[src/design/selective_repeat_receiver_top_macros.svh]
// Assertion macros shared by the receiver's checking code
`ifndef SELECTIVE_REPEAT_RECEIVER_TOP_MACROS_SVH
`define SELECTIVE_REPEAT_RECEIVER_TOP_MACROS_SVH

// Property must hold at every clock edge outside reset
`define SRR_ASSERT(lbl, prop, msg) \
  lbl: assert property (@(posedge clk_i) disable iff (!rst_ni) (prop)) else $error(msg);

// Implication checked on the following edge
`define SRR_ASSERT_NEXT(lbl, ante, cons, msg) \
  lbl: assert property (@(posedge clk_i) disable iff (!rst_ni) (ante) |=> (cons)) \
    else $error(msg);

`endif

[src/design/srr_pkg.sv]
// Types, widths and codes of the selective-repeat receiver
package srr_pkg;

  localparam int SLOTS    = 32;
  localparam int SEQ_MOD  = 256;
  localparam int SLOT_AW  = $clog2(SLOTS);
  localparam int HELD_W   = $clog2(SLOTS + 1);
  localparam int SEQ_W    = $clog2(SEQ_MOD);
  localparam int SEQ_IN_W = 8;
  localparam int WIN_W    = 5;
  localparam int LEN_W    = 10;
  localparam int HANDLE_W = 10;
  localparam int STAMP_W  = 32;
  localparam int SLOT_DW  = HANDLE_W + LEN_W;

  typedef enum logic [1:0] {
    KIND_DELIVER = 2'd0,
    KIND_ACK     = 2'd1,
    KIND_NACK    = 2'd2
  } kind_e;

  typedef enum logic [2:0] {
    ST_IDLE,
    ST_DELIVER_IN,
    ST_DRAIN,
    ST_ACK,
    ST_NACK
  } state_e;

  typedef struct packed {
    logic                decode_ok;
    logic                is_data;
    logic                truncated;
    logic [LEN_W-1:0]    payload_length;
    logic [SEQ_IN_W-1:0] seq_in;
    logic [STAMP_W-1:0]  stamp_in;
    logic [HANDLE_W-1:0] buffer_handle;
  } in_t;

  typedef struct packed {
    kind_e               event_kind;
    logic [SEQ_IN_W-1:0] seq_out;
    logic [WIN_W-1:0]    adv_window;
    logic [STAMP_W-1:0]  stamp_out;
    logic [HANDLE_W-1:0] deliver_handle;
    logic [LEN_W-1:0]    deliver_length;
    logic                finished;
    logic                last;
  } result_t;

  typedef struct packed {
    logic [SLOTS-1:0]  slot_valid;
    logic [HELD_W-1:0] held_count;
    logic              done;
  } status_t;

endpackage

[src/design/selective_repeat_receiver_top.sv]
// Selective-repeat receiver top level: stream ports, sequencer, slot RAM, output register
//
// Takes one decoded packet header per input beat and emits deliver, ack and nack beats;
// tlast marks the final beat of a header. An ack or nack header gives its ack/nack beat.
// An in-sequence header, unless closing or truncated, gives its own delivery, N drained
// deliveries and the ack, N being the count of successors held in a row: the drain reads
// one slot per cycle while the output register takes beats, from the single read port
// of the slot RAM, prefetching the next slot while the current delivery leaves. Corrupt
// headers, closing headers out of sequence and headers after the transfer has finished
// give nothing. A held result beat in the output register does not stop the next header
// being taken. window_size resets to 31 and may be rewritten while idle.
module selective_repeat_receiver_top (
  input  logic        clk_i,
  input  logic        rst_ni,
  input  logic        cfg_we_i,
  input  logic [4:0]  cfg_wdata_i,     // window_size
  input  logic        s_axis_tvalid_i,
  output logic        s_axis_tready_o,
  // [9:0] payload_length, [17:10] seq_in, [49:18] stamp_in, [59:50] buffer_handle
  input  logic [63:0] s_axis_tdata_i,
  // [0] decode_ok, [1] is_data, [2] truncated
  input  logic [2:0]  s_axis_tuser_i,
  output logic        m_axis_tvalid_o,
  input  logic        m_axis_tready_i,
  // [7:0] seq_out, [12:8] adv_window, [44:13] stamp_out, [54:45] deliver_handle,
  // [64:55] deliver_length
  output logic [71:0] m_axis_tdata_o,
  // [1:0] event_kind, [2] finished
  output logic [2:0]  m_axis_tuser_o,
  output logic        m_axis_tlast_o
);

`include "selective_repeat_receiver_top_macros.svh"

  srr_pkg::in_t                    in_hdr;
  srr_pkg::result_t                res_seq;
  srr_pkg::result_t                res_out;
  srr_pkg::status_t                status;
  logic                            push;
  logic                            push_ready;
  logic                            mem_we;
  logic [srr_pkg::SLOT_AW-1:0]     mem_waddr;
  logic [srr_pkg::SLOT_DW-1:0]     mem_wdata;
  logic                            mem_re;
  logic [srr_pkg::SLOT_AW-1:0]     mem_raddr;
  logic [srr_pkg::SLOT_DW-1:0]     mem_rdata;

  assign in_hdr.decode_ok      = s_axis_tuser_i[0];
  assign in_hdr.is_data        = s_axis_tuser_i[1];
  assign in_hdr.truncated      = s_axis_tuser_i[2];
  assign in_hdr.payload_length = s_axis_tdata_i[9:0];
  assign in_hdr.seq_in         = s_axis_tdata_i[17:10];
  assign in_hdr.stamp_in       = s_axis_tdata_i[49:18];
  assign in_hdr.buffer_handle  = s_axis_tdata_i[59:50];

  srr_seq_ctrl u_seq_ctrl (
    .clk_i        (clk_i),
    .rst_ni       (rst_ni),
    .cfg_we_i     (cfg_we_i),
    .cfg_wdata_i  (cfg_wdata_i),
    .in_valid_i   (s_axis_tvalid_i),
    .in_ready_o   (s_axis_tready_o),
    .in_i         (in_hdr),
    .push_o       (push),
    .res_o        (res_seq),
    .push_ready_i (push_ready),
    .mem_we_o     (mem_we),
    .mem_waddr_o  (mem_waddr),
    .mem_wdata_o  (mem_wdata),
    .mem_re_o     (mem_re),
    .mem_raddr_o  (mem_raddr),
    .mem_rdata_i  (mem_rdata),
    .status_o     (status)
  );

  srr_slot_mem #(
    .DEPTH  (srr_pkg::SLOTS),
    .DATA_W (srr_pkg::SLOT_DW)
  ) u_slot_mem (
    .clk_i   (clk_i),
    .we_i    (mem_we),
    .waddr_i (mem_waddr),
    .wdata_i (mem_wdata),
    .re_i    (mem_re),
    .raddr_i (mem_raddr),
    .rdata_o (mem_rdata)
  );

  srr_out_stage u_out_stage (
    .clk_i   (clk_i),
    .rst_ni  (rst_ni),
    .push_i  (push),
    .res_i   (res_seq),
    .ready_o (push_ready),
    .valid_o (m_axis_tvalid_o),
    .res_o   (res_out),
    .take_i  (m_axis_tready_i)
  );

  assign m_axis_tdata_o = {7'b0, res_out.deliver_length, res_out.deliver_handle,
                           res_out.stamp_out, res_out.adv_window, res_out.seq_out};
  assign m_axis_tuser_o = {res_out.finished, res_out.event_kind};
  assign m_axis_tlast_o = res_out.last;

  // held count tracks the number of occupied slots
  `SRR_ASSERT(a_held_matches, status.held_count == srr_pkg::HELD_W'($countones(status.slot_valid)), "held count differs from occupied slots")
  // once the transfer has closed it stays closed
  `SRR_ASSERT_NEXT(a_done_sticky, status.done, status.done, "finished state left")
  // the closing beat is always the final ack of its header
  `SRR_ASSERT(a_finish_is_ack, !(m_axis_tvalid_o && m_axis_tuser_o[2]) || (m_axis_tuser_o[1:0] == srr_pkg::KIND_ACK && m_axis_tlast_o), "finished set on a beat that is not a closing ack")

endmodule

[src/design/srr_slot_mem.sv]
// Slot RAM: one write port, one read port, registered read data
module srr_slot_mem #(
  parameter int DEPTH  = 32,
  parameter int DATA_W = 20,
  parameter int ADDR_W = $clog2(DEPTH)
) (
  input  logic              clk_i,
  input  logic              we_i,
  input  logic [ADDR_W-1:0] waddr_i,
  input  logic [DATA_W-1:0] wdata_i,
  input  logic              re_i,
  input  logic [ADDR_W-1:0] raddr_i,
  output logic [DATA_W-1:0] rdata_o
);

  logic [DATA_W-1:0] mem_q [DEPTH];
  logic [DATA_W-1:0] rdata_q;

  always_ff @(posedge clk_i) begin
    if (we_i) begin
      mem_q[waddr_i] <= wdata_i;
    end
  end

  always_ff @(posedge clk_i) begin
    if (re_i) begin
      rdata_q <= mem_q[raddr_i];
    end
  end

  assign rdata_o = rdata_q;

endmodule

[src/design/srr_out_stage.sv]
// Output register between the sequencer and the result stream
module srr_out_stage (
  input  logic            clk_i,
  input  logic            rst_ni,
  input  logic            push_i,
  input  srr_pkg::result_t res_i,
  output logic            ready_o,
  output logic            valid_o,
  output srr_pkg::result_t res_o,
  input  logic            take_i
);

  logic             valid_q, valid_d;
  srr_pkg::result_t res_q;

  assign ready_o = !valid_q || take_i;

  always_comb begin
    valid_d = valid_q;
    if (ready_o) begin
      valid_d = push_i;
    end
  end

  always_ff @(posedge clk_i or negedge rst_ni) begin
    if (!rst_ni) begin
      valid_q <= 1'b0;
    end else begin
      valid_q <= valid_d;
    end
  end

  always_ff @(posedge clk_i) begin
    if (ready_o && push_i) begin
      res_q <= res_i;
    end
  end

  assign valid_o = valid_q;
  assign res_o   = res_q;

endmodule

[src/design/srr_seq_ctrl.sv]
// Receive sequencer: window state, slot valid bits and result generation
module srr_seq_ctrl (
  input  logic                             clk_i,
  input  logic                             rst_ni,
  input  logic                             cfg_we_i,
  input  logic [srr_pkg::WIN_W-1:0]        cfg_wdata_i,
  input  logic                             in_valid_i,
  output logic                             in_ready_o,
  input  srr_pkg::in_t                     in_i,
  output logic                             push_o,
  output srr_pkg::result_t                 res_o,
  input  logic                             push_ready_i,
  output logic                             mem_we_o,
  output logic [srr_pkg::SLOT_AW-1:0]      mem_waddr_o,
  output logic [srr_pkg::SLOT_DW-1:0]      mem_wdata_o,
  output logic                             mem_re_o,
  output logic [srr_pkg::SLOT_AW-1:0]      mem_raddr_o,
  input  logic [srr_pkg::SLOT_DW-1:0]      mem_rdata_i,
  output srr_pkg::status_t                 status_o
);

  srr_pkg::state_e state_q, state_d;

  logic [srr_pkg::WIN_W-1:0]    win_q, win_d;
  logic [srr_pkg::SEQ_W-1:0]    expected_q, expected_d;
  logic [srr_pkg::SLOT_AW-1:0]  head_q, head_d;
  logic [srr_pkg::HELD_W-1:0]   held_q, held_d;
  logic                         done_q, done_d;
  logic [srr_pkg::SLOTS-1:0]    slot_valid_q, slot_valid_d;
  logic                         fin_q;

  logic [srr_pkg::STAMP_W-1:0]  stamp_q;
  logic [srr_pkg::SEQ_IN_W-1:0] seq_raw_q;
  logic [srr_pkg::LEN_W-1:0]    len_q;
  logic [srr_pkg::HANDLE_W-1:0] handle_q;

  logic                         take;
  logic                         is_final;
  logic                         in_seq;
  logic [srr_pkg::SEQ_W-1:0]    seq_mod;
  logic [srr_pkg::SEQ_W-1:0]    seq_off;
  logic                         seq_off_ok;
  logic [srr_pkg::SLOT_AW:0]    idx_sum;
  logic [srr_pkg::SLOT_AW:0]    idx_wrap;
  logic [srr_pkg::SLOT_AW-1:0]  store_idx;
  logic                         store_go;
  logic [srr_pkg::SLOT_AW-1:0]  head_inc;
  logic [srr_pkg::SEQ_W-1:0]    expected_inc;
  logic [srr_pkg::WIN_W-1:0]    adv;
  logic                         step;

  // ---- classification of the incoming beat ----
  assign seq_mod    = in_i.seq_in[srr_pkg::SEQ_W-1:0];
  assign take       = in_valid_i && (state_q == srr_pkg::ST_IDLE) && !done_q && in_i.decode_ok;
  assign is_final   = in_i.is_data && (in_i.payload_length == '0) && !in_i.truncated;
  assign in_seq     = (seq_mod == expected_q);
  assign seq_off    = seq_mod - expected_q;
  assign seq_off_ok = (seq_off != '0) && (seq_off < srr_pkg::SEQ_W'(win_q))
                   && (seq_off < srr_pkg::SEQ_W'(srr_pkg::SLOTS));

  // ring position of the packet: head plus offset, modulo the slot count
  assign idx_sum   = {1'b0, head_q} + {1'b0, seq_off[srr_pkg::SLOT_AW-1:0]};
  assign idx_wrap  = idx_sum - (srr_pkg::SLOT_AW + 1)'(srr_pkg::SLOTS);
  assign store_idx = (idx_sum >= (srr_pkg::SLOT_AW + 1)'(srr_pkg::SLOTS))
                   ? idx_wrap[srr_pkg::SLOT_AW-1:0] : idx_sum[srr_pkg::SLOT_AW-1:0];

  assign store_go = take && !is_final && !in_i.truncated && !in_seq && seq_off_ok
                 && (in_i.payload_length != '0) && !slot_valid_q[store_idx];

  assign head_inc     = (head_q == srr_pkg::SLOT_AW'(srr_pkg::SLOTS - 1))
                      ? '0 : head_q + 1'b1;
  assign expected_inc = expected_q + 1'b1;

  assign adv = (held_q >= srr_pkg::HELD_W'(win_q))
             ? '0 : win_q - held_q[srr_pkg::WIN_W-1:0];

  // a delivery beat leaves the sequencer
  assign step = push_ready_i
             && ((state_q == srr_pkg::ST_DELIVER_IN) || (state_q == srr_pkg::ST_DRAIN));

  // ---- next state ----
  always_comb begin
    state_d = state_q;
    case (state_q)
      srr_pkg::ST_IDLE: begin
        if (take) begin
          if (is_final) begin
            state_d = in_seq ? srr_pkg::ST_ACK : srr_pkg::ST_IDLE;
          end else if (in_seq && !in_i.truncated) begin
            state_d = srr_pkg::ST_DELIVER_IN;
          end else if (in_i.truncated) begin
            state_d = srr_pkg::ST_NACK;
          end else begin
            state_d = srr_pkg::ST_ACK;
          end
        end
      end
      srr_pkg::ST_DELIVER_IN, srr_pkg::ST_DRAIN: begin
        if (push_ready_i) begin
          state_d = slot_valid_q[head_inc] ? srr_pkg::ST_DRAIN : srr_pkg::ST_ACK;
        end
      end
      srr_pkg::ST_ACK, srr_pkg::ST_NACK: begin
        if (push_ready_i) begin
          state_d = srr_pkg::ST_IDLE;
        end
      end
      default: state_d = srr_pkg::ST_IDLE;
    endcase
  end

  // ---- outputs ----
  always_comb begin
    in_ready_o  = (state_q == srr_pkg::ST_IDLE);
    push_o      = 1'b0;
    res_o       = '0;
    mem_we_o    = store_go;
    mem_waddr_o = store_idx;
    mem_wdata_o = {in_i.buffer_handle, in_i.payload_length};
    mem_re_o    = 1'b0;
    mem_raddr_o = head_inc;
    case (state_q)
      srr_pkg::ST_DELIVER_IN: begin
        push_o               = 1'b1;
        res_o.event_kind     = srr_pkg::KIND_DELIVER;
        res_o.seq_out        = srr_pkg::SEQ_IN_W'(expected_q);
        res_o.deliver_handle = handle_q;
        res_o.deliver_length = len_q;
        mem_re_o             = push_ready_i && slot_valid_q[head_inc];
      end
      srr_pkg::ST_DRAIN: begin
        push_o               = 1'b1;
        res_o.event_kind     = srr_pkg::KIND_DELIVER;
        res_o.seq_out        = srr_pkg::SEQ_IN_W'(expected_q);
        res_o.deliver_handle = mem_rdata_i[srr_pkg::SLOT_DW-1:srr_pkg::LEN_W];
        res_o.deliver_length = mem_rdata_i[srr_pkg::LEN_W-1:0];
        mem_re_o             = push_ready_i && slot_valid_q[head_inc];
      end
      srr_pkg::ST_ACK: begin
        push_o           = 1'b1;
        res_o.event_kind = srr_pkg::KIND_ACK;
        res_o.seq_out    = srr_pkg::SEQ_IN_W'(expected_q);
        res_o.adv_window = adv;
        res_o.stamp_out  = stamp_q;
        res_o.finished   = fin_q;
        res_o.last       = 1'b1;
      end
      srr_pkg::ST_NACK: begin
        push_o           = 1'b1;
        res_o.event_kind = srr_pkg::KIND_NACK;
        res_o.seq_out    = seq_raw_q;
        res_o.adv_window = adv;
        res_o.stamp_out  = stamp_q;
        res_o.last       = 1'b1;
      end
      default: begin
        push_o = 1'b0;
      end
    endcase
  end

  // ---- window state update ----
  always_comb begin
    win_d        = cfg_we_i ? cfg_wdata_i : win_q;
    expected_d   = expected_q;
    head_d       = head_q;
    held_d       = held_q;
    done_d       = done_q;
    slot_valid_d = slot_valid_q;
    if (take && is_final && in_seq) begin
      expected_d = expected_inc;
      head_d     = head_inc;
      done_d     = 1'b1;
    end
    if (store_go) begin
      slot_valid_d[store_idx] = 1'b1;
      held_d                  = held_q + 1'b1;
    end
    if (step) begin
      expected_d = expected_inc;
      head_d     = head_inc;
      if (state_q == srr_pkg::ST_DRAIN) begin
        slot_valid_d[head_q] = 1'b0;
        if (held_q != '0) begin
          held_d = held_q - 1'b1;
        end
      end
    end
  end

  always_ff @(posedge clk_i or negedge rst_ni) begin
    if (!rst_ni) begin
      state_q      <= srr_pkg::ST_IDLE;
      win_q        <= srr_pkg::WIN_W'(31);
      expected_q   <= '0;
      head_q       <= '0;
      held_q       <= '0;
      done_q       <= 1'b0;
      slot_valid_q <= '0;
      fin_q        <= 1'b0;
    end else begin
      state_q      <= state_d;
      win_q        <= win_d;
      expected_q   <= expected_d;
      head_q       <= head_d;
      held_q       <= held_d;
      done_q       <= done_d;
      slot_valid_q <= slot_valid_d;
      if (take) begin
        fin_q <= is_final;
      end
    end
  end

  // header fields kept for the result beats
  always_ff @(posedge clk_i) begin
    if (take) begin
      stamp_q   <= in_i.stamp_in;
      seq_raw_q <= in_i.seq_in;
      len_q     <= in_i.payload_length;
      handle_q  <= in_i.buffer_handle;
    end
  end

  assign status_o.slot_valid = slot_valid_q;
  assign status_o.held_count = held_q;
  assign status_o.done       = done_q;

endmodule
[config.mk]
export PLATFORM = sky130hd
export DESIGN_NAME = selective_repeat_receiver_top
export DESIGN_NICKNAME = d
export VERILOG_FILES = /design/src/design/srr_pkg.sv /design/src/design/selective_repeat_receiver_top.sv /design/src/design/srr_slot_mem.sv /design/src/design/srr_out_stage.sv /design/src/design/srr_seq_ctrl.sv
export VERILOG_INCLUDE_DIRS = /design/src /design/src/design
export SDC_FILE = /design/constraint.sdc
export NUM_CORES = 1
export LEC_CHECK = 0
export ABC_AREA = 1
export BUFFER_PORTS_ARGS = -buffer_cell sky130_fd_sc_hd__buf_2
export CAP_MARGIN = 20
export CELL_PAD_IN_SITES_DETAIL_PLACEMENT = 0
export CELL_PAD_IN_SITES_GLOBAL_PLACEMENT = 2
export CORE_ASPECT_RATIO = 1.1
export CORE_UTILIZATION = 35
export DETAILED_ROUTE_END_ITERATION = 7
export PLACE_DENSITY_LB_ADDON = 0.1
export SLEW_MARGIN = 25
export SYNTH_ARGS = -nofsm -noshare
export SYNTH_HDL_FRONTEND = slang
export SYNTH_SLANG_ARGS = --single-unit
[constraint.sdc]
create_clock -name clk_i -period 5.1 [get_ports clk_i]
set_input_delay 1.02 -clock clk_i [delete_from_list [all_inputs] [get_ports clk_i]]
set_output_delay 1.02 -clock clk_i [all_outputs]
set_load 0.05 [all_outputs]
Word level (Yosys, flattened, before mapping). Memory sizes are Yosys's and may differ from the RTL's. A register that Yosys moved wholly into a read port is not among the register bits. Index checks and enable logic that the tools add are counted.

Input bits: 77. Bits in read-only memories: 0. Register bits: 191. Logic and storage cells: 129. RAM bits: 640. Latch bits: 0. Memories: 1. Output and inout bits: 78.

Memory list: u_slot_mem.mem_q (depth 32, width 20, rd ports 1, clocked after Yosys merged registers in 1, wr ports 1, line srr_slot_mem.sv:16) `logic [DATA_W-1:0] mem_q [DEPTH];`.

Equality and inequality tests: 9. Add/sub/neg operators: 8. Muxes and demuxes: 37. Divide/modulo/power cells: 0. Bitwise logic cells: 4. Reductions and logical operators: 40. $lt $le $gt $ge: 9. Shift-type cells: 0. Multipliers: 0.

Operator list (count): 2-to-1 mux 32 bit (3); case mux 20 bit (2 select lines) (1); bitwise AND 32 bit (1); NOT 32 bit (1); OR 32 bit (1); case mux 10 bit (3 select lines) (1); 2-to-1 mux 6 bit (4); logical AND 1 bit (21); 2-to-1 mux 5 bit (4); < comparator 5 x 6 -> 1 bit (second input constant) (3); 2-to-1 mux 3 bit (6); 2-to-1 mux 8 bit (2); binary-select mux 1 bit (select 5 bit) (2); demux 1 bit (select 5 bit) (2); greater-or-equal comparator 5 x 1 -> 1 bit (second input constant) (2); zero test 10 bit (1); 2-to-1 mux 1 bit (10); nonzero test 10 bit (1); case mux 3 bit (3 select lines) (1); adder 8 x 1 -> 8 bit (second input constant) (1); equality test 8 bit (1); < comparator 8 x 5 -> 1 bit (1); < comparator 8 x 6 -> 1 bit (second input constant) (1); nonzero test 8 bit (1); 24 further kinds (35).

Logic depth before layout (Yosys ltp). Gate-level depths: netlist of the first run.

Depth in word-level cells: 14. Depth in mapped cells: 26. Gate-level depth less buffers: 25.

By module. From an unflattened synthesis of the first run, not the netlist that was laid out.

Cells, all modules: 3193. Area total of the unflattened synthesis: 36204.7 um^2.

By module, submodules not included: srr_slot_mem (cells each 2230, times used 1, area an instance 26719.4 um^2, sequential area each 19819.0 um^2); srr_seq_ctrl (cells each 880, times used 1, area an instance 7312.0 um^2, sequential area each 3334.4 um^2); srr_out_stage (cells each 75, times used 1, area an instance 2117.0 um^2, sequential area each 2097.0 um^2); selective_repeat_receiver_top (cells each 8, times used 1, area an instance 56.3 um^2, sequential area each 0.0 um^2).

Worst setup path after synthesis of the first run. OpenSTA, ideal clock, no wires.

Kind: input -> register. Start point: in s_axis_tdata_i[10]. End point: mem u_slot_mem.mem_q[0][0] (enable). Slack: 0.331 ns. Buffers on the path: 0. Arrival: 4.372 ns. Stages: 19. Cells stage by stage: inv_1 > ha_1 > inv_1 > fa_1 > fa_1 > inv_1 > nand2_1 > inv_1 > a22oi_1 > nand2_1 > nand2_1 > nand2_1 > inv_1 > nor2_1 > nor2_1 > nand2_2 > nor2_8 > nand2_4 > nor2_1.

Longest elaborated chain between the ends: 10. Elaborated cells between the ends (all ways): 21. Those cells by class: 3 x add/sub; 3 x order compare; 1 x eq/ne; 5 x mux; 9 x reduce/logical.

RTL lines: start: declaration (line selective_repeat_receiver_top.sv:20) `input logic [63:0] s_axis_tdata_i,`; subtractor 8 bit (line srr_seq_ctrl.sv:57) `assign seq_off = seq_mod - expected_q;`; adder 5 x 5 -> 6 bit (line srr_seq_ctrl.sv:62) `assign idx_sum = {1'b0, head_q} + {1'b0, seq_off[srr_pkg::SLOT_AW-1:0]};`; subtractor 5 x 1 -> 5 bit / greater-or-equal comparator 6 bit (equally long branches) (line srr_seq_ctrl.sv:63, srr_seq_ctrl.sv:64); 2-to-1 mux 5 bit (line srr_seq_ctrl.sv:65) `? idx_wrap[srr_pkg::SLOT_AW-1:0] : idx_sum[srr_pkg::SLOT_AW-1:0];`; binary-select mux 1 bit (select 5 bit) (line srr_seq_ctrl.sv:68) `&& (in_i.payload_length != '0) && !slot_valid_q[store_idx];`; 2-to-1 mux 1 bit (implied by the code) (line srr_seq_ctrl.sv:68); zero test 1 bit (line srr_seq_ctrl.sv:68); logical AND 1 bit (line srr_seq_ctrl.sv:68); 2-to-1 mux 1 bit (line srr_slot_mem.sv:20) `if (we_i) begin`; 2-to-1 mux 1 bit (implied by the code) (line srr_slot_mem.sv:21) `mem_q[waddr_i] <= wdata_i;`; end: declaration (line srr_slot_mem.sv:16).

Several ways; a longest one is shown, not always the timed one. The select of a mux whose other input is x is not followed.

Final worst setup path of the first run.
Start point: in s_axis_tdata_i[10]. End point: mem u_slot_mem.mem_q[8][11] (enable).

Same word-level chain as after synthesis.

==> flow_metrics.env, run 1 <==
export IMPL_largest_cells_by_area_after_synthesis="sky130_fd_sc_hd__edfxtp_1 (68%), sky130_fd_sc_hd__o21ai_0 (5.5%), sky130_fd_sc_hd__nor2_1 (4.9%)"
export IMPL_cp_arrival_ns=4.50
export IMPL_hold_viol=0
export IMPL_post_route_util_pct=41.9
export IMPL_final_common_cell="sky130_fd_sc_hd__edfxtp_1"
export IMPL_syn_to_final_growth_pct=17.7
export IMPL_r2r_setup_slack_ns=1.02
export IMPL_report_final_slew_viol_count=0
export IMPL_cts_tree="built"
export IMPL_synth_area_sq_um=34800
export IMPL_depth_of_the_most_critical_reg_to_reg_path=20
export IMPL_p_per_area_nw_per_um2=653
export IMPL_power_share_switching_pct=42.5
export IMPL_num_antenna_cells=0
export IMPL_timing_setup_tns_ns=0
export IMPL_cell_variety_after_synth=44
export IMPL_ant_nets=0
export IMPL_ys_warn_count=0
export IMPL_rr_endpoint="u_slot_mem.mem_q[8][11]"
export IMPL_outcome="finished clean"
export IMPL_worst_setup_path_type="in2reg"
export IMPL_synthDominantAreaCellType="sky130_fd_sc_hd__edfxtp_1"
export IMPL_hold_crit_endpoint="u_seq_ctrl.done_q"
export IMPL_rsz0062_at_grt="no"
export IMPL_netlist_instances=2743
export IMPL_clock_power_share_pct=25.1
export IMPL_die_x_um=303
export IMPL_timing_final_crit_share_pct=81.7
export IMPL_timing_critical_path_to_type="flop"
export IMPL_worstPathRequired_ns=5.43
export IMPL_min_from="u_seq_ctrl.done_q"
export IMPL_min_delay_path_depth=2
export IMPL_ctsHoldBuffers=0
export IMPL_pwr_share_comb_pct=42.6
export IMPL_p_leak_uw=0.0144
export IMPL_r2r_start="u_seq_ctrl.expected_q[0]"
export IMPL_finalWorstPathRequiredPeriod_ns=4.17
export IMPL_boundaryPins=155
export IMPL_global_route_overflow_total=0
export IMPL_clk_pin_slew_ns=0.06
export IMPL_synth_yosys_seq_area_share_pct=72.5
export IMPL_ctsHtreeMaxLevel=3
export IMPL_worstSetupStartpointType="primary input"
export IMPL_power_net_switching_uw=11400
export IMPL_most_common_layout_cells="sky130_fd_sc_hd__edfxtp_1 (789), sky130_fd_sc_hd__nor2_1 (438), sky130_fd_sc_hd__o21ai_0 (384)"
export IMPL_yosys_register_bits=851
export IMPL_initial_utilization_pct=35.6
export IMPL_post_cts_setup_buffers=0
export IMPL_maxCapViolations=0
export IMPL_routabilityCongestion=0.814
export IMPL_irDropWorstVdd_v=0.000705
export IMPL_synth_async_sr_flop_share_pct=7.29
export IMPL_internal_power_uw=15400
export IMPL_drc_errors=0
export IMPL_synth_edff_count=789
export IMPL_post_cts_sizing=0
export IMPL_nets=3046
export IMPL_drive_gt1_share_pct=14.7
export IMPL_first_pass_iteration_count_of_the_detailed_router=5
export IMPL_yosysTopAreaCellShare_pct=68.0
export IMPL_floorplan_die_height_um=333
export IMPL_postSynth_topFlopCell="sky130_fd_sc_hd__edfxtp_1"
export IMPL_relSlewSlack_pct=32.5
export IMPL_timing_clock_skew_ns=0.0235
export IMPL_path_max_fanout=20
export IMPL_tritoncts_buffer_count=93
export IMPL_placementRows=120
export IMPL_hpwl_mm=62.5
export IMPL_grt_pass1_vias=22844
export IMPL_clock_tree_buffer_depth=3
export IMPL_post_drt_wl_per_cell_um=24.7
export IMPL_maxClockFrequency_mhz=240
export IMPL_core_sq_um=97900
export IMPL_antenna_found_initial=0
export IMPL_wl_mm=106
export IMPL_min_delay_path_class="reg2reg"
export IMPL_synth_area_per_cell_sq_um=12.7
export IMPL_grt_util_all_layers_pct=20.9
export IMPL_cts_root_buf="sky130_fd_sc_hd__clkbuf_16"
export IMPL_clk_latency_ns=0.66
export IMPL_cts_sinks=851
export IMPL_pwr_share_seq_pct=32.3
export IMPL_placement_io_buffers=143
export IMPL_finalSetupViolCount=0
export IMPL_dieArea_sq_um=101000
export IMPL_maximum_number_of_pins_on_one_net_before_global_route_repair=149
export IMPL_max_slew_worst_pin_slew_ns=1.01
export IMPL_vias=22637
export IMPL_initialDrtViolationCount=1681
export IMPL_global_route_wire_length_before_repair_mm=154
export IMPL_routed_via_density=5.28
[metrics by stage]
stage | setup slack [ns] | cell area (sq um) | std cells | total power [uW] | hold slack, ns
floorplan | 0.331 | 34800 | 2749 | 15900 | 0.423
finish | 0.933 | 41000 | 4286 | 26800 | 0.462
global route | 0.646 | 41000 | 4286 | 28300 | 0.501
detailed placement | 0.263 | 38000 | 4118 | 20300 | 0.456
global placement | 0.222 | 38000 | 4118 | 20200 | 0.453
CTS | 0.947 | 41000 | 4286 | 27100 | 0.458
[sequential cells by signal, indices dropped and copies added (netlist names)]
| name | flops |
|---|---|
| u_seq_ctrl.head_q | 5 |
| u_seq_ctrl.seq_raw_q | 8 |
| u_seq_ctrl.expected_q | 8 |
| u_seq_ctrl.fin_q | 1 |
| u_seq_ctrl.done_q | 1 |
| u_seq_ctrl.len_q | 10 |
| u_seq_ctrl.slot_valid_q | 32 |
| u_seq_ctrl.win_q | 5 |
| u_seq_ctrl.state_q | 3 |
| u_out_stage.res_o | 69 |
| u_seq_ctrl.handle_q | 10 |
| u_slot_mem.mem_q | 640 |
| u_seq_ctrl.stamp_q | 32 |
| u_seq_ctrl.held_q | 6 |
| u_out_stage.valid_o | 1 |
| u_slot_mem.rdata_o | 20 |
[cell families (layout without fill, tap and decap cells)]
| family | count (synthesis) | in the layout | synth area share (%) |
|---|---|---|---|
| xor gates and xnor gates | 14 | 14 | 0.374 |
| adders and majority gates | 37 | 37 | 1.39 |
| buffers and inverters | 339 | 595 | 3.76 |
| and+or+nand+nor | 819 | 819 | 9.73 |
| other | 1 | 7 | 0.0108 |
| DFF | 851 | 851 | 72.5 |
| AOI/OAI and AO/OA | 682 | 682 | 12.2 |
[critical path, cell delays in order]
cell and delay (ns):
sky130_fd_sc_hd__buf_2 0.11, sky130_fd_sc_hd__inv_1 0.08, sky130_fd_sc_hd__ha_1 0.14, sky130_fd_sc_hd__inv_1 0.05, sky130_fd_sc_hd__fa_1 0.41, sky130_fd_sc_hd__xor2_1 0.33, sky130_fd_sc_hd__ha_1 0.36, sky130_fd_sc_hd__a21oi_1 0.21
sky130_fd_sc_hd__nand2_1 0.09, sky130_fd_sc_hd__nand2_1 0.08, sky130_fd_sc_hd__nand2_1 0.13, sky130_fd_sc_hd__inv_1 0.19, sky130_fd_sc_hd__nor2_1 0.09, sky130_fd_sc_hd__nand3_1 0.13, sky130_fd_sc_hd__nand3_2 0.15, sky130_fd_sc_hd__nor2_8 0.23
sky130_fd_sc_hd__nand2_4 0.13, sky130_fd_sc_hd__buf_4 0.19, sky130_fd_sc_hd__nor2_2 0.13, sky130_fd_sc_hd__buf_12 0.22
[worst max-delay path by stage]
stage	from	endpoint	slack, ns	cells past startpoint
final	s_axis_tdata_i[10]	u_slot_mem.mem_q[8][11]	0.93	20
after global routing	s_axis_tdata_i[10]	u_slot_mem.mem_q[14][11]	0.65	23
after floorplan	s_axis_tdata_i[10]	u_slot_mem.mem_q[0][0]	0.33	19
after global placement	s_axis_tdata_i[10]	u_slot_mem.mem_q[12][5]	0.22	23
after detailed placement	s_axis_tdata_i[10]	u_slot_mem.mem_q[4][8]	0.26	20
after CTS	s_axis_tdata_i[10]	u_slot_mem.mem_q[8][11]	0.95	22
[cells in the mapped netlist (4+ instances only)]
master / number
sky130_fd_sc_hd__edfxtp_1: 789
sky130_fd_sc_hd__nor2_1: 459
sky130_fd_sc_hd__o21ai_0: 384
sky130_fd_sc_hd__nand2_1: 206
sky130_fd_sc_hd__inv_1: 167
sky130_fd_sc_hd__clkbuf_1: 140
sky130_fd_sc_hd__o221ai_1: 136
sky130_fd_sc_hd__nand3_1: 96
sky130_fd_sc_hd__dfrtp_1: 57
sky130_fd_sc_hd__a31oi_1: 34
sky130_fd_sc_hd__ha_1: 34
sky130_fd_sc_hd__o22ai_1: 32
sky130_fd_sc_hd__a21oi_1: 25
sky130_fd_sc_hd__a32o_1: 20
sky130_fd_sc_hd__a21oi_2: 16
sky130_fd_sc_hd__and2_1: 16
sky130_fd_sc_hd__o211ai_1: 16
sky130_fd_sc_hd__nand4_1: 13
sky130_fd_sc_hd__xor2_1: 13
sky130_fd_sc_hd__o21bai_1: 12
sky130_fd_sc_hd__buf_1: 8
sky130_fd_sc_hd__buf_2: 7
sky130_fd_sc_hd__buf_4: 7
sky130_fd_sc_hd__inv_2: 7
sky130_fd_sc_hd__nor3_1: 7
sky130_fd_sc_hd__dfstp_2: 5
sky130_fd_sc_hd__nand2_4: 4
sky130_fd_sc_hd__nor4_1: 4
sky130_fd_sc_hd__or2_2: 4
[power by group through the flow]
stage                     clock [uW]  combinational (uW)  sequential, uW
after global routing            7130               12500            8710
after detailed placement           0               11500            8800
after CTS                       6890               11600            8660
after global placement             0               11500            8780
after floorplan                    0                6160            9740
final                           6710               11400            8650
[metal layers]
metal | vias to the layer above | global-route usage (%) | routed length [um]
li1 | 10432 | - | -
met1 | 11468 | 27.0 | 45300
met2 | 604 | 36.2 | 53200
met3 | 133 | 2.91 | 5120
met4 | 0 | 5.79 | 2380
met5 | - | 0 | 0
[cell type report]
cell class                      count  area (sq um)
Fill cell                        9113         56900
Timing Repair Buffer              250          2060
Sequential cell                   851         25300
Tap cell                         1281          1600
Clock buffer                      129          2510
Inverter                          177           678
Clock inverter                     39           500
Multi-Input combinational cell   1559          8380
No activity file was read; power rests on OpenSTA's default activity.
==> run 2: changes to the inputs <==
==> constraint.sdc (replaced) <==
create_clock -name clk_i -period 3.9 [get_ports clk_i]
set_input_delay 0.78 -clock clk_i [delete_from_list [all_inputs] [get_ports clk_i]]
set_output_delay 0.78 -clock clk_i [all_outputs]
set_load 0.05 [all_outputs]
==> run 2 against run 1 <==
  * Clock skew rose by 0.0029 ns
  * Design area grew 5.0%
  * Clock power rose by 32%
  * Critical path depth is the same
  * Critical path type is now reg2reg
==> flow_metrics.env, run 2 (synthesis results as in run 1) <==
export IMPL_cts_tree="built"
export IMPL_floorplan_die_height_um=333
export IMPL_die_x_um=303
export IMPL_timing_setup_tns_ns=0
export IMPL_timing_final_crit_share_pct=98.9
export IMPL_numPlacedInstances=4252
export IMPL_final_common_cell="sky130_fd_sc_hd__edfxtp_1"
export IMPL_finalWorstPathRequiredPeriod_ns=3.86
export IMPL_drc_errors=0
export IMPL_cts_root_buf="sky130_fd_sc_hd__clkbuf_16"
export IMPL_final_cell_count_no_fill=4453
export IMPL_p_leak_uw=0.0153
export IMPL_drive_gt1_share_pct=21.2
export IMPL_cts_sinks=851
export IMPL_num_antenna_cells=0
export IMPL_wl_mm=108
export IMPL_cp_cell_sequence="ha_4 -> inv_2 -> fa_2 -> fa_2 -> inv_2 -> nand2_4 -> inv_4 -> buf_6 -> a22oi_2 -> nand2_2 -> inv_2 -> nor2_2 -> nor2_2 -> nand2_2 -> nor2_8 -> nand2_4 -> buf_12 -> nor2_4 -> buf_12 -> clkbuf_16"
export IMPL_clk_latency_ns=0.67
export IMPL_vias=23224
export IMPL_hpwl_mm=68.6
export IMPL_routabilityCongestion=0.830
export IMPL_slowest_stage="sky130_fd_sc_hd__fa_2"
export IMPL_finish_instance_area_sq_um=43000
export IMPL_grt_pass1_vias=23472
export IMPL_outcome="finished clean"
export IMPL_global_route_overflow_total=0
export IMPL_worst_path_most_repeated_cell="sky130_fd_sc_hd__inv_2"
export IMPL_clock_tree_buffer_depth=3
export IMPL_post_route_util_pct=44.0
export IMPL_initialDrtViolationCount=1801
export IMPL_maxCapViolations=0
export IMPL_finalWorstSetupSlack_ns=0.0418
export IMPL_worst_setup_path_type="reg2reg"
export IMPL_placement_io_buffers=143
export IMPL_relSlewSlack_pct=36.9
export IMPL_core_sq_um=97900
export IMPL_nets=3213
export IMPL_hold_viol=0
export IMPL_critPathTopFamily="adder cells"
export IMPL_p_per_area_nw_per_um2=874
export IMPL_tritoncts_buffer_count=93
export IMPL_largest_register="u_slot_mem.mem_q"
export IMPL_dieArea_sq_um=101000
export IMPL_cp_buffers_inverters=8
export IMPL_clk_pin_slew_ns=0.06
export IMPL_ctsHtreeMaxLevel=3
export IMPL_report_final_slew_viol_count=0
export IMPL_worstPathRequired_ns=4.27
export IMPL_syn_to_final_growth_pct=23.6
export IMPL_dp_slack_ns=-0.570
export IMPL_global_route_wire_length_before_repair_mm=155
export IMPL_antenna_found_initial=2
export IMPL_maxClockFrequency_mhz=259
export IMPL_detailed_place_area_sq_um=39200
export IMPL_max_slew_worst_pin_slew_ns=0.946
export IMPL_flip_flop_count_of_the_largest_register_after_layout=640
export IMPL_post_drt_wl_per_cell_um=24.1
export IMPL_worstSetupStartpointType="flop"
export IMPL_most_common_layout_cells="sky130_fd_sc_hd__edfxtp_1 (789), sky130_fd_sc_hd__nor2_1 (434), sky130_fd_sc_hd__o21ai_0 (384)"
export IMPL_rsz0062_at_grt="yes"
export IMPL_timing_critical_path_slowest_cell_delay_ns=0.68
export IMPL_ant_nets=0
export IMPL_grt_util_all_layers_pct=20.9
export IMPL_ctsHoldBuffers=0
export IMPL_irDropWorstVdd_v=0.000531
export IMPL_timing_clock_skew_ns=0.0264
export IMPL_placementRows=120
export IMPL_timing_critical_path_to_type="flop"
export IMPL_routed_via_density=5.22
export IMPL_finalSetupViolCount=0
export IMPL_initial_utilization_pct=35.6
export IMPL_maximum_number_of_pins_on_one_net_before_global_route_repair=115
export IMPL_cp_arrival_ns=4.23
export IMPL_path_max_fanout=5
export IMPL_min_delay_path_class="in2async"
export IMPL_boundaryPins=155
export IMPL_first_pass_iteration_count_of_the_detailed_router=5
## run 2: changes by cell type in the layout (fill, tap and decap cells not counted), sizes merged
cell | previous run | this run
clkbuf | 129 | 124
inv | 177 | 164
clkinv | 26 | 35
clkinvlp | 3 | 25
bufinv | 10 | 12
buf | 250 | 402
## run 2: path summary, 6_finish.rpt
check	depth (start not counted)	end	start	slack (ns)
min in group clk_i	1	u_seq_ctrl.stamp_q[8]	s_axis_tdata_i[26]	0.28
max in group asynchronous	2	u_seq_ctrl.slot_valid_q[17]	rst_ni	2.72
setup reg to reg	20	u_slot_mem.mem_q[18][11]	u_seq_ctrl.expected_q[0]	0.04
hold reg to reg	2	u_seq_ctrl.done_q	u_seq_ctrl.done_q	0.45
hold / removal	1	u_seq_ctrl.held_q[0]	rst_ni	0.16
setup / recovery	20	u_slot_mem.mem_q[18][11]	u_seq_ctrl.expected_q[0]	0.04
## run 2: per-layer routing
layer / part of all wire (%) / vias to the layer above / GRT usage [%]
li1: - / 10787 / -
met1: 43 / 11593 / 26.6
met2: 49 / 671 / 35.5
met3: 5.3 / 173 / 3.18
met4: 3.3 / 0 / 7.97
met5: 0 / - / 0
## run 2: where the power goes
part,switching (uW),internal (uW),leakage (uW)
Sequential,299,11000,0.00786
Clock,3640,5200,0.00146
Combinational,11700,5800,0.00601
## run 2: final cells by class
class / instances / area (sq um)
Tap cell: 1281 / 1600
Sequential cell: 851 / 25300
Clock buffer: 109 / 2410
Fill cell: 9053 / 54900
Multi-Input combinational cell: 1559 / 8580
Clock inverter: 59 / 621
Inverter: 177 / 772
Timing Repair Buffer: 417 / 3790
## run 2: worst register-to-register path, delay by kind of cell, from the launching register on
kind                       cells  cell delay, ns
DFF                            1            0.42
AOI/OAI and AO/OA              1            0.16
buffers and inverters          8            0.80
adders and majority gates      3            1.31
and+or+nand+nor                8            0.88
## run 2: through the flow
| step | total power [uW] | hold slack, ns |
|---|---|---|
| after floorplan | 20900 | 0.423 |
| after detailed placement | 28700 | 0.443 |
| after global routing | 39800 | 0.178 |
| final | 37600 | 0.157 |
| after global placement | 28700 | 0.440 |
| after CTS | 37700 | 0.128 |
## run 2: repair_timing
item	CTS	global route
endpoints found under the hold margin	0	0
pin swaps	3	14
setup buffers	1	10
setup endpoints to repair	56	643
gates resized for setup	1	60
gates cloned	0	22
==> run 3: changes to the inputs <==
--- a/config.mk
+++ b/config.mk
@@ -13,6 +13,7 @@
 export CELL_PAD_IN_SITES_GLOBAL_PLACEMENT = 2
 export CORE_ASPECT_RATIO = 1.1
 export CORE_UTILIZATION = 35
+export CTS_CLUSTER_SIZE = 25
 export DETAILED_ROUTE_END_ITERATION = 7
 export PLACE_DENSITY_LB_ADDON = 0.1
 export SLEW_MARGIN = 25
==> constraint.sdc (replaced) <==
create_clock -name clk_i -period 4.94 [get_ports clk_i]
set_input_delay 0.988 -clock clk_i [delete_from_list [all_inputs] [get_ports clk_i]]
set_output_delay 0.988 -clock clk_i [all_outputs]
set_load 0.05 [all_outputs]
==> run 3 against run 2 <==
  * Core utilization down 1.9 points
  * First-iteration DRC count down 9.6%
  * Hold slack better by 0.30 ns
  * Final cell count down 3.1%
  * Via count down 2.0%
  * Non-clock buffer count down 142
  * Register-to-register slack better by 0.86 ns
  * Worst setup slack better by 0.81 ns
  * Combinational power down 32%
  * Clock skew down 0.0019 ns
  * Design area down 4.3%
  * Count of clock-buffer cells in the layout up 11
  * Critical path type is now in2reg
  * Largest cell class unchanged
==> flow_metrics.env, run 3 (synthesis results as in run 1) <==
export IMPL_clk_pin_slew_ns=0.05
export IMPL_boundaryPins=155
export IMPL_wl_mm=105
export IMPL_ctsHtreeMaxLevel=3
export IMPL_ant_nets=0
export IMPL_syn_to_final_growth_pct=18.3
export IMPL_grt_util_all_layers_pct=20.9
export IMPL_timing_clock_skew_ns=0.0245
export IMPL_global_route_overflow_total=0
export IMPL_global_route_wire_length_before_repair_mm=154
export IMPL_timing_hold_ws_ns=0.454
export IMPL_final_common_cell="sky130_fd_sc_hd__edfxtp_1"
export IMPL_hold_viol=0
export IMPL_max_slew_worst_pin_slew_ns=0.902
export IMPL_rsz0062_at_grt="no"
export IMPL_initial_utilization_pct=35.6
export IMPL_p_leak_uw=0.0146
export IMPL_r2r_setup_slack_ns=0.90
export IMPL_irDropWorstVdd_v=0.000541
export IMPL_relSlewSlack_pct=39.9
export IMPL_rr_endpoint="u_slot_mem.mem_q[25][14]"
export IMPL_most_common_layout_cells="sky130_fd_sc_hd__edfxtp_1 (789), sky130_fd_sc_hd__nor2_1 (438), sky130_fd_sc_hd__o21ai_0 (384)"
export IMPL_drc_errors=0
export IMPL_routabilityCongestion=0.814
export IMPL_largest_register="u_slot_mem.mem_q"
export IMPL_flip_flop_count_of_the_largest_register_after_layout=640
export IMPL_depth_of_the_most_critical_reg_to_reg_path=21
export IMPL_finalWorstPathRequiredPeriod_ns=4.08
export IMPL_num_antenna_cells=0
export IMPL_nets=3071
export IMPL_vias=22748
export IMPL_maximum_number_of_pins_on_one_net_before_global_route_repair=111
export IMPL_power_total_uw=27700
export IMPL_post_drt_wl_per_cell_um=24.5
export IMPL_floorplan_die_height_um=333
export IMPL_worst_setup_path_type="in2reg"
export IMPL_clk_latency_ns=0.66
export IMPL_cts_tree="built"
export IMPL_finalSetupViolCount=0
export IMPL_antenna_found_initial=0
export IMPL_cts_sinks=851
export IMPL_min_delay_path_class="in2async"
export IMPL_initialDrtViolationCount=1629
export IMPL_timing_critical_path_to_type="flop"
export IMPL_grt_pass1_vias=22799
export IMPL_post_cts_setup_buffers=0
export IMPL_first_pass_iteration_count_of_the_detailed_router=7
export IMPL_r2r_start="u_seq_ctrl.expected_q[0]"
export IMPL_ctsHoldBuffers=0
export IMPL_path_max_fanout=20
export IMPL_drive_gt1_share_pct=15.7
export IMPL_post_cts_sizing=0
export IMPL_clock_tree_buffer_depth=3
export IMPL_final_cell_count_no_fill=4313
export IMPL_die_x_um=303
export IMPL_numPlacedInstances=4142
export IMPL_worstPathRequired_ns=5.28
export IMPL_timing_setup_tns_ns=0
export IMPL_maxCapViolations=0
export IMPL_dieArea_sq_um=101000
export IMPL_placementRows=120
export IMPL_placement_io_buffers=143
export IMPL_worstSetupStartpointType="primary input"
export IMPL_report_final_slew_viol_count=0
export IMPL_core_sq_um=97900
export IMPL_post_route_util_pct=42.1
export IMPL_outcome="finished clean"
export IMPL_p_per_area_nw_per_um2=673
export IMPL_timing_final_crit_share_pct=82.7
export IMPL_cp_arrival_ns=4.42
export IMPL_tritoncts_buffer_count=93
export IMPL_cts_root_buf="sky130_fd_sc_hd__clkbuf_16"
export IMPL_maxClockFrequency_mhz=245
export IMPL_hpwl_mm=64.3
export IMPL_routed_via_density=5.27
-- run 3: worst max path at each step --
stage                       start                  endpoint  slack (ns)
5_1_grt        s_axis_tdata_i[10]   u_slot_mem.mem_q[24][5]        0.60
6_report       s_axis_tdata_i[10]  u_slot_mem.mem_q[25][14]        0.86
3_5_place_dp   s_axis_tdata_i[10]   u_slot_mem.mem_q[31][5]        0.20
4_1_cts        s_axis_tdata_i[10]  u_slot_mem.mem_q[31][15]        0.87
3_3_place_gp   s_axis_tdata_i[10]  u_slot_mem.mem_q[31][12]        0.16
2_1_floorplan  s_axis_tdata_i[10]    u_slot_mem.mem_q[0][0]        0.20
-- run 3: power breakdown --
part	total, uW	internal [uW]	leakage, uW	switching, uW
combinational	11900	3260	0.00524	8650
sequential	8910	8660	0.00786	247
clock	6900	4030	0.00148	2880
total	27700	16000	0.0146	11800
-- run 3: final cells by class --
type	count	area [sq um]
clock inverters	50	534
inverters	177	678
fillers	9083	56700
clock buffers	120	2480
flip-flops and latches	851	25300
well taps	1281	1600
repair buffers	275	2270
multi-input cells	1559	8370
-- run 3: routing by layer --
layer / global-route usage (%) / vias up / routed length [um]
met1: 27.2 / 11551 / 45400
met4: 5.91 / 0 / 2560
met2: 35.9 / 569 / 52900
met5: 0 / - / 0
li1: - / 10497 / -
met3: 2.91 / 131 / 4640
-- run 3: metrics by stage --
step / area, sq um / setup WS [ns]
after global routing: 41200 / 0.600
after CTS: 41200 / 0.867
after global placement: 38100 / 0.161
after floorplan: 34800 / 0.203
after detailed placement: 38100 / 0.196
final: 41200 / 0.855
-- run 3: critical path, stage by stage --
cell	delay (ns)
sky130_fd_sc_hd__buf_2	0.11
sky130_fd_sc_hd__inv_1	0.08
sky130_fd_sc_hd__ha_1	0.15
sky130_fd_sc_hd__inv_1	0.05
sky130_fd_sc_hd__fa_1	0.51
sky130_fd_sc_hd__fa_1	0.65
sky130_fd_sc_hd__inv_1	0.09
sky130_fd_sc_hd__nand2_1	0.14
sky130_fd_sc_hd__inv_1	0.10
sky130_fd_sc_hd__a22oi_1	0.15
sky130_fd_sc_hd__nand2_1	0.08
sky130_fd_sc_hd__nand2_1	0.06
sky130_fd_sc_hd__nand2_1	0.07
sky130_fd_sc_hd__inv_1	0.06
sky130_fd_sc_hd__nor2_1	0.05
sky130_fd_sc_hd__nor2_1	0.14
sky130_fd_sc_hd__nand2_2	0.11
sky130_fd_sc_hd__nor2_8	0.19
sky130_fd_sc_hd__nand2_4	0.10
sky130_fd_sc_hd__inv_2	0.12
sky130_fd_sc_hd__nand2_1	0.09
sky130_fd_sc_hd__inv_1	0.12
sky130_fd_sc_hd__buf_12	0.20
